--- src/spg_pkg.sv ---
package spg_pkg;

  localparam int AXES_DEF = 7;

  // result fields carry one bit for each of the first seven axes
  localparam int OUT_W = 7;

  localparam int RATE_W = 20;
  localparam int DIV_STEPS = RATE_W;
  localparam logic [RATE_W-1:0] US_PER_SEC = 20'd1000000;

  typedef enum logic [1:0] {
    OP_TICK  = 2'd0,
    OP_START = 2'd1,
    OP_STOP  = 2'd2,
    OP_NONE  = 2'd3
  } op_t;

  // per-axis record held in the state memory
  typedef struct packed {
    logic [31:0]       last_us;
    logic [23:0]       steps;
    logic [RATE_W-1:0] interval;
    logic              cdir;
    logic              rate_zero;
  } axis_entry_t;

endpackage

--- src/multi_axis_step_pulse_generator.sv ---
// Channel  Beat fields                                          Handshake
// in       op axis time_us step_count step_rate_hz direction    in_valid / in_stall
// out      step_mask dir_levels running_mask                    out_valid / out_stall
//
// Tick: the axis records are walked one memory read per cycle.
// Start: runs the 20-step interval divider, skipped with a zero rate or an out-of-range axis;
// stop and all other beats go straight to the finish state.
// One item at a time; in_stall is high from acceptance until the result is loaded.
// The result register holds while out_stall is high; the block then waits to load.
// Reset clears running flags, direction pins and handshake state; memory needs no clear.
module multi_axis_step_pulse_generator #(
  parameter int AXES = spg_pkg::AXES_DEF
) (
  input  logic        clk,
  input  logic        rst,
  input  logic        in_valid,
  output logic        in_stall,
  input  logic [1:0]  op,
  input  logic [2:0]  axis,
  input  logic [31:0] time_us,
  input  logic [23:0] step_count,
  input  logic [19:0] step_rate_hz,
  input  logic        direction,
  output logic        out_valid,
  input  logic        out_stall,
  output logic [6:0]  step_mask,
  output logic [6:0]  dir_levels,
  output logic [6:0]  running_mask
);

  localparam int AW = AXES > 1 ? $clog2(AXES) : 1;
  localparam int CW = $clog2(AXES + 1);
  localparam int IW = AW > 3 ? AW : 3;
  localparam int EW = $bits(spg_pkg::axis_entry_t);

  typedef enum logic [2:0] {
    ST_IDLE,
    ST_TICK,
    ST_DIV,
    ST_WR,
    ST_FIN
  } state_t;

  state_t state;

  logic [AXES-1:0] running;
  logic [AXES-1:0] dir_pin;
  logic [AXES-1:0] smask;

  logic [CW-1:0] cnt;
  logic          p_vld;
  logic [AW-1:0] p_idx;

  spg_pkg::op_t  op_q;
  logic [AW-1:0] idx_q;
  logic [31:0]   time_q;
  logic [23:0]   count_q;
  logic          dir_q;
  logic          rz_q;

  logic          in_acc;
  logic [IW-1:0] axis_ext;
  logic [AW-1:0] axis_idx;
  logic          in_range;

  logic                       div_start;
  logic                       div_done;
  logic [spg_pkg::RATE_W-1:0] div_q;

  logic                 ram_we;
  logic [AW-1:0]        ram_waddr;
  spg_pkg::axis_entry_t ram_wdata;
  spg_pkg::axis_entry_t ent;
  logic [EW-1:0]        ram_rdata;

  logic [31:0] elapsed;
  logic        hit;
  logic        stop_now;
  logic [23:0] steps_n;
  logic        out_load;

  logic [6:0] smask7;
  logic [6:0] dir7;
  logic [6:0] run7;

  assign in_stall = state != ST_IDLE;
  assign in_acc   = in_valid && !in_stall;
  assign axis_ext = IW'(axis);
  assign axis_idx = axis_ext[AW-1:0];
  assign in_range = {2'b00, axis} < 5'(AXES);
  assign out_load = state == ST_FIN && (!out_valid || !out_stall);

  assign div_start = in_acc && spg_pkg::op_t'(op) == spg_pkg::OP_START && in_range
                     && step_rate_hz != '0;

  spg_div u_div (
    .clk      (clk),
    .rst      (rst),
    .start    (div_start),
    .divisor  (step_rate_hz),
    .done     (div_done),
    .quotient (div_q)
  );

  spg_ram #(
    .WIDTH (EW),
    .DEPTH (AXES)
  ) u_ram (
    .clk   (clk),
    .we    (ram_we),
    .waddr (ram_waddr),
    .wdata (ram_wdata),
    .raddr (cnt[AW-1:0]),
    .rdata (ram_rdata)
  );

  assign ent      = spg_pkg::axis_entry_t'(ram_rdata);
  assign elapsed  = time_q - ent.last_us;
  assign hit      = p_vld && running[p_idx] && !ent.rate_zero
                    && elapsed >= {12'd0, ent.interval};
  assign stop_now = ent.steps == 24'd1;
  assign steps_n  = ent.steps != '0 ? ent.steps - 24'd1 : '0;

  always_comb begin
    ram_we    = 1'b0;
    ram_waddr = p_idx;
    ram_wdata = ent;
    case (state)
      ST_TICK: begin
        ram_we            = hit;
        ram_waddr         = p_idx;
        ram_wdata.last_us = time_q;
        ram_wdata.steps   = steps_n;
      end
      ST_WR: begin
        ram_we              = 1'b1;
        ram_waddr           = idx_q;
        ram_wdata.last_us   = time_q;
        ram_wdata.steps     = count_q;
        ram_wdata.interval  = rz_q ? '0 : div_q;
        ram_wdata.cdir      = dir_q;
        ram_wdata.rate_zero = rz_q;
      end
      default: begin
        ram_we = 1'b0;
      end
    endcase
  end

  for (genvar i = 0; i < spg_pkg::OUT_W; i++) begin : g_out
    if (i < AXES) begin : g_used
      assign smask7[i] = smask[i];
      assign dir7[i]   = dir_pin[i];
      assign run7[i]   = running[i];
    end else begin : g_none
      assign smask7[i] = 1'b0;
      assign dir7[i]   = 1'b0;
      assign run7[i]   = 1'b0;
    end
  end

  always_ff @(posedge clk) begin
    if (rst) begin
      state     <= ST_IDLE;
      running   <= '0;
      dir_pin   <= '0;
      smask     <= '0;
      cnt       <= '0;
      p_vld     <= 1'b0;
      out_valid <= 1'b0;
    end else begin
      if (out_load) begin
        out_valid    <= 1'b1;
        step_mask    <= smask7;
        dir_levels   <= dir7;
        running_mask <= run7;
      end else if (out_valid && !out_stall) begin
        out_valid <= 1'b0;
      end

      case (state)
        ST_IDLE: begin
          if (in_acc) begin
            op_q    <= spg_pkg::op_t'(op);
            idx_q   <= axis_idx;
            time_q  <= time_us;
            count_q <= step_count;
            dir_q   <= direction;
            rz_q    <= step_rate_hz == '0;
            smask   <= '0;
            cnt     <= '0;
            p_vld   <= 1'b0;
            case (spg_pkg::op_t'(op))
              spg_pkg::OP_TICK: begin
                state <= ST_TICK;
              end
              spg_pkg::OP_START: begin
                if (!in_range) begin
                  state <= ST_FIN;
                end else if (step_rate_hz == '0) begin
                  state <= ST_WR;
                end else begin
                  state <= ST_DIV;
                end
              end
              spg_pkg::OP_STOP: begin
                if (in_range) begin
                  running[axis_idx] <= 1'b0;
                end
                state <= ST_FIN;
              end
              default: begin
                state <= ST_FIN;
              end
            endcase
          end
        end
        ST_TICK: begin
          // read of axis cnt overlaps update of axis p_idx
          p_vld <= cnt != CW'(AXES);
          p_idx <= cnt[AW-1:0];
          if (cnt != CW'(AXES)) begin
            cnt <= cnt + 1'b1;
          end else begin
            state <= ST_FIN;
          end
          if (hit) begin
            dir_pin[p_idx] <= ent.cdir;
            smask[p_idx]   <= 1'b1;
            if (stop_now) begin
              running[p_idx] <= 1'b0;
            end
          end
        end
        ST_DIV: begin
          if (div_done) begin
            state <= ST_WR;
          end
        end
        ST_WR: begin
          running[idx_q] <= 1'b1;
          state          <= ST_FIN;
        end
        ST_FIN: begin
          if (out_load) begin
            state <= ST_IDLE;
          end
        end
        default: begin
          state <= ST_IDLE;
        end
      endcase
    end
  end

`ifndef SYNTHESIS
  a_ram_quiet_idle: assert property (@(posedge clk) disable iff (rst)
    state == ST_IDLE |-> !ram_we)
    else $error("state memory written while idle");

  a_div_done_state: assert property (@(posedge clk) disable iff (rst)
    div_done |-> state == ST_DIV)
    else $error("divider finished outside of a start");

  a_start_runs: assert property (@(posedge clk) disable iff (rst)
    state == ST_WR |=> running[$past(idx_q)])
    else $error("started axis not running");

  a_stop_clears: assert property (@(posedge clk) disable iff (rst)
    (in_acc && spg_pkg::op_t'(op) == spg_pkg::OP_STOP && in_range)
      |=> !running[$past(axis_idx)])
    else $error("stopped axis still running");

  a_steps_only_tick: assert property (@(posedge clk) disable iff (rst)
    (state == ST_FIN && op_q != spg_pkg::OP_TICK) |-> smask == '0)
    else $error("step pulse on a non-tick beat");
`endif

endmodule

--- src/spg_ram.sv ---
module spg_ram #(
  parameter int WIDTH = 8,
  parameter int DEPTH = 8
) (
  input  logic                                    clk,
  input  logic                                    we,
  input  logic [(DEPTH > 1 ? $clog2(DEPTH) : 1)-1:0] waddr,
  input  logic [WIDTH-1:0]                        wdata,
  input  logic [(DEPTH > 1 ? $clog2(DEPTH) : 1)-1:0] raddr,
  output logic [WIDTH-1:0]                        rdata
);

  logic [WIDTH-1:0] mem [DEPTH];

  always_ff @(posedge clk) begin
    if (we) begin
      mem[waddr] <= wdata;
    end
    rdata <= mem[raddr];
  end

endmodule

--- src/spg_div.sv ---
// Restoring divider: US_PER_SEC / divisor, one quotient bit per cycle.
module spg_div (
  input  logic                       clk,
  input  logic                       rst,
  input  logic                       start,
  input  logic [spg_pkg::RATE_W-1:0] divisor,
  output logic                       done,
  output logic [spg_pkg::RATE_W-1:0] quotient
);

  localparam int W = spg_pkg::RATE_W;
  localparam int CW = $clog2(spg_pkg::DIV_STEPS);

  logic          busy;
  logic [CW-1:0] cnt;
  logic [W-1:0]  rem;
  logic [W-1:0]  quo;
  logic [W-1:0]  dvs;
  logic [W:0]    sh;
  logic [W:0]    diff;
  logic          fits;

  assign sh   = {rem, quo[W-1]};
  assign fits = sh >= {1'b0, dvs};
  assign diff = sh - {1'b0, dvs};
  assign quotient = quo;

  always_ff @(posedge clk) begin
    if (rst) begin
      busy <= 1'b0;
      done <= 1'b0;
      cnt  <= '0;
    end else begin
      done <= 1'b0;
      if (start) begin
        busy <= 1'b1;
        cnt  <= '0;
        rem  <= '0;
        quo  <= spg_pkg::US_PER_SEC;
        dvs  <= divisor;
      end else if (busy) begin
        // remainder stays below the divisor, so the low W bits hold it
        rem <= fits ? diff[W-1:0] : sh[W-1:0];
        quo <= {quo[W-2:0], fits};
        cnt <= cnt + 1'b1;
        if (cnt == CW'(spg_pkg::DIV_STEPS - 1)) begin
          busy <= 1'b0;
          done <= 1'b1;
        end
      end
    end
  end

endmodule

--- config.mk ---
export PLATFORM = sky130hd
export DESIGN_NAME = multi_axis_step_pulse_generator
export DESIGN_NICKNAME = d
export VERILOG_FILES = /design/src/spg_pkg.sv /design/src/multi_axis_step_pulse_generator.sv /design/src/spg_ram.sv /design/src/spg_div.sv
export SDC_FILE = /design/constraint.sdc
export NUM_CORES = 1
export LEC_CHECK = 0
export BUFFER_PORTS_ARGS = -buffer_cell sky130_fd_sc_hd__buf_2
export CORE_ASPECT_RATIO = 1.1
export CORE_UTILIZATION = 45
export CTS_CLUSTER_DIAMETER = 40
export CTS_CLUSTER_SIZE = 24
export DETAILED_ROUTE_END_ITERATION = 12
export PLACE_DENSITY_LB_ADDON = 0.3
export SLEW_MARGIN = 0
export SYNTH_ARGS = -nofsm -noshare
export SYNTH_HDL_FRONTEND = slang
export SYNTH_HIERARCHICAL = 1
export SYNTH_SLANG_ARGS = --single-unit
--- constraint.sdc ---
create_clock -name clk -period 9.1 [get_ports clk]
set_input_delay 0.455 -clock clk [delete_from_list [all_inputs] [get_ports clk]]
set_output_delay 0.455 -clock clk [all_outputs]
set_load 0.03 [all_outputs]
==> impl_metrics.tcl <==
set metrics [dict create \
    die_area_um2 78600 \
    rr_worst_depth 23 \
    postLayoutCellArea_um2 40800 \
    cts_setup_buffers 0 \
    wl_per_cell_um 21.1 \
    place_area_um2 36400 \
    rsz0062_at_grt "false" \
    ant_nets 0 \
    diodes 0 \
    synthCells 2463 \
    coreArea_um2 76400 \
    vdd_ir_drop_max_v 0.000175 \
    dr.first_iter.drc_count 1667 \
    fin_nets 2821 \
    post_cts_resized 0 \
    cap_violations 0 \
    finalSetupTns_ps 0 \
    timing.final.crit_period_ps 6930 \
    ys_seq_area_frac 0.661 \
    antenna_found_initial 0 \
    cp-end-kind "flop" \
    syn_area_um2 34900 \
    fmax_mhz 144 \
    cts.hold.buffers_added 73 \
    fillers 6241 \
    portBuffers 108 \
    synth_nets 2627 \
    drive_above_1_share 0.189 \
    io_pins 109 \
    r2r_start "time_q[6]$_DFFE_PP_" \
    outcome "completed" \
    startpoint "time_q[6]$_DFFE_PP_" \
    die-width_um 267 \
    crit_required_ps 9410 \
    cts_tree "done" \
    grt_util_all_layers 0.204 \
    via_per_inst 5.59 \
    synth-edff-count 691 \
    fp.dieH_um 294 \
    clock_latency_ps 670 \
    reg2reg_to "u_ram/mem[6][40]$_DFFE_PP_" \
    crit_arrival_ps 7240 \
    gp_congestion 0.883 \
    initial_utilization 0.456 \
    hold_ws_ps 37.7 \
    rows 106 \
    tightestPinTransition_ps 1180 \
    place_hpwl_mm 49.1 \
    htreeDepth 3 \
    grt_pass1_vias 21618 \
    grt_max_degree 83 \
    dr.pass1.iters 6 \
    clock_skew_ps 32.9 \
    reg2reg_slack_ps 2170 \
    cts_sinks 805 \
    root_buffer "clkbuf_16" \
    crit_fanout 46 \
    yosys.cell_types.count 96 \
    vias 21104 \
    critPathLaunchType "flop" \
    avgSynthCellArea_um2 14.2 \
    min_period_over_period 0.762 \
    drcViolationCount 0 \
    grt_pass1_wl_mm 124 \
    path_clk_slew_ps 60 \
    endpoint "u_ram/mem[6][40]$_DFFE_PP_" \
    maxSlewHeadroom 0.214 \
    cts_buffers 106 \
    ys.flop_type "edfxtp_1" \
    p_per_area_nw_per_um2 218 \
    routed_wl_mm 79.7 \
    power_leakage_nw 13.6 \
    grt-ovfl-total 0 \
    async_reset_ff_frac 0 \
    min_path_type "input pin to flop" \
    worst-setup-path-type "flop to flop" \
    setup_violations 0 \
    drv_slew 0 \
    clk_path_buf_depth 3 \
    yosys_warnings 6 \
    hold_viol 0 \
    area_growth_pct 17.1 \
    ys_ff_latch 805 \
]
[through the flow]
stage	power, mW	instances	setup WS [ps]	utilization
floorplan	4.54	2463	1880	-
finish	8.90	3775	2170	0.535
global route	9.20	3775	1570	0.535
detailed placement	4.71	3502	2280	0.476
global placement	4.70	3502	2420	0.476
CTS	8.98	3775	2210	0.535
[critical path: stages (launching register included)]
cell       delay, ps
edfxtp_1         400
ha_1             380
a21oi_1          330
o21bai_1         140
a211oi_1         470
nand2_1          180
a21oi_1          240
o21ai_0          150
xor2_1           180
ha_1             310
a21oi_1          130
o21ai_0           90
a31oi_1          150
o21ai_0          120
nor4_1           290
o2111ai_1        150
or4_4            520
nor3_2           790
nor2_1           100
o21a_1           240
nand2b_1         330
nor2_4            60
buf_4            330
buf_4            450
[cell families after synthesis]
| family | after synthesis | share of synthesized area |
|---|---|---|
| flops | 805 | 0.661 |
| simple gates | 549 | 0.0803 |
| compound gates | 516 | 0.112 |
| mux | 258 | 0.0796 |
| buf+inv | 217 | 0.0289 |
| fa+ha+maj | 78 | 0.0284 |
| xor+xnor | 40 | 0.0100 |
[worst min-delay path by stage]
stage / start / end / slack (ps) / cells after the start
after detailed placement: smask[5]$_SDFFE_PP0P_ / step_mask[5]$_DFFE_PP_ / 420 / 0
final: time_us[0] / time_q[0]$_DFFE_PP_ / 40 / 1
after floorplan: dir7[0]$_SDFFE_PP0P_ / dir_levels[0]$_DFFE_PP_ / 400 / 0
after global placement: smask[0]$_SDFFE_PP0P_ / step_mask[0]$_DFFE_PP_ / 420 / 0
after global routing: time_us[14] / time_q[14]$_DFFE_PP_ / 20 / 1
after CTS: time_us[1] / time_q[1]$_DFFE_PP_ / 7 / 1
[placed cells by master (no fill, tap or decap), types with 21 or more instances in the layout]
cell             n
nand2_1        158
nand3_1         22
o211ai_1        72
inv_1           89
nor3_1          33
nand3b_1        23
a21oi_1         82
mux2i_1        176
mux2_2          60
dlygate4sd3_1   73
o21ai_0        101
edfxtp_1       691
dfxtp_1        111
clkbuf_16      107
mux2_4          21
nor2_1          92
buf_2          108
ha_1            76
o221ai_1        60
nand2b_1        94
buf_4           33
[cell type report]
cell class | instances | area (um^2) | share of cell area
Clock buffer | 119 | 2760 | 0.0677
Clock inverter | 81 | 955 | 0.0234
Inverter | 89 | 334 | 0.00818
Multi-Input combinational cell | 1441 | 10900 | 0.268
Sequential cell | 805 | 23000 | 0.564
Tap cell | 1026 | 1280 | 0.0314
Timing Repair Buffer | 214 | 1520 | 0.0372
[synthesized netlist by cell type (16+ instances only)]
cell type	n	area [um^2]
o221ai_2	20	300
ha_1	76	951
o211ai_1	72	541
buf_2	42	210
inv_1	89	334
dfxtp_1	114	2280
nor3_1	36	180
edfxtp_1	691	20700
nand3_1	22	110
nand3b_1	23	173
mux2_4	21	315
nor2b_1	21	131
o211ai_2	20	250
nor2_1	100	375
xnor2_1	20	175
nand2_1	158	593
xor2_1	20	175
a21oi_1	82	410
o221ai_1	60	526
o21ai_0	102	510
mux2i_1	176	1760
o21a_1	16	120
clkbuf_1	60	225
nand2b_1	95	594
mux2_2	60	676
[sequential cells by signal (all words and copies together), names as in the netlist, 5 cells and up]
signal	flops
u_ram/mem	546
u_ram/rdata	78
time_q	32
count_q	24
u_div/dvs	20
u_div/quotient	20
u_div/rem	20
dir7	7
dir_levels	7
run7	7
running_mask	7
smask	7
step_mask	7
u_div/cnt	5
[power by group]
part / internal, mW / switching, mW / total, mW / leakage [nW]
logic: 0.199 / 0.346 / 0.544 / 4.59
clock network: 2.56 / 1.68 / 4.24 / 1.80
registers: 4.08 / 0.0358 / 4.11 / 7.20
total: 6.84 / 2.06 / 8.90 / 13.6
[layer usage]
metal	vias to the layer above	wire length, um	global-route usage
met4	0	1690	0.0624
met5	-	0	0
li1	9872	-	-
met3	130	3920	0.0295
met1	10488	35300	0.273
met2	614	38700	0.344
No activity file was read; power rests on OpenSTA's default activity.
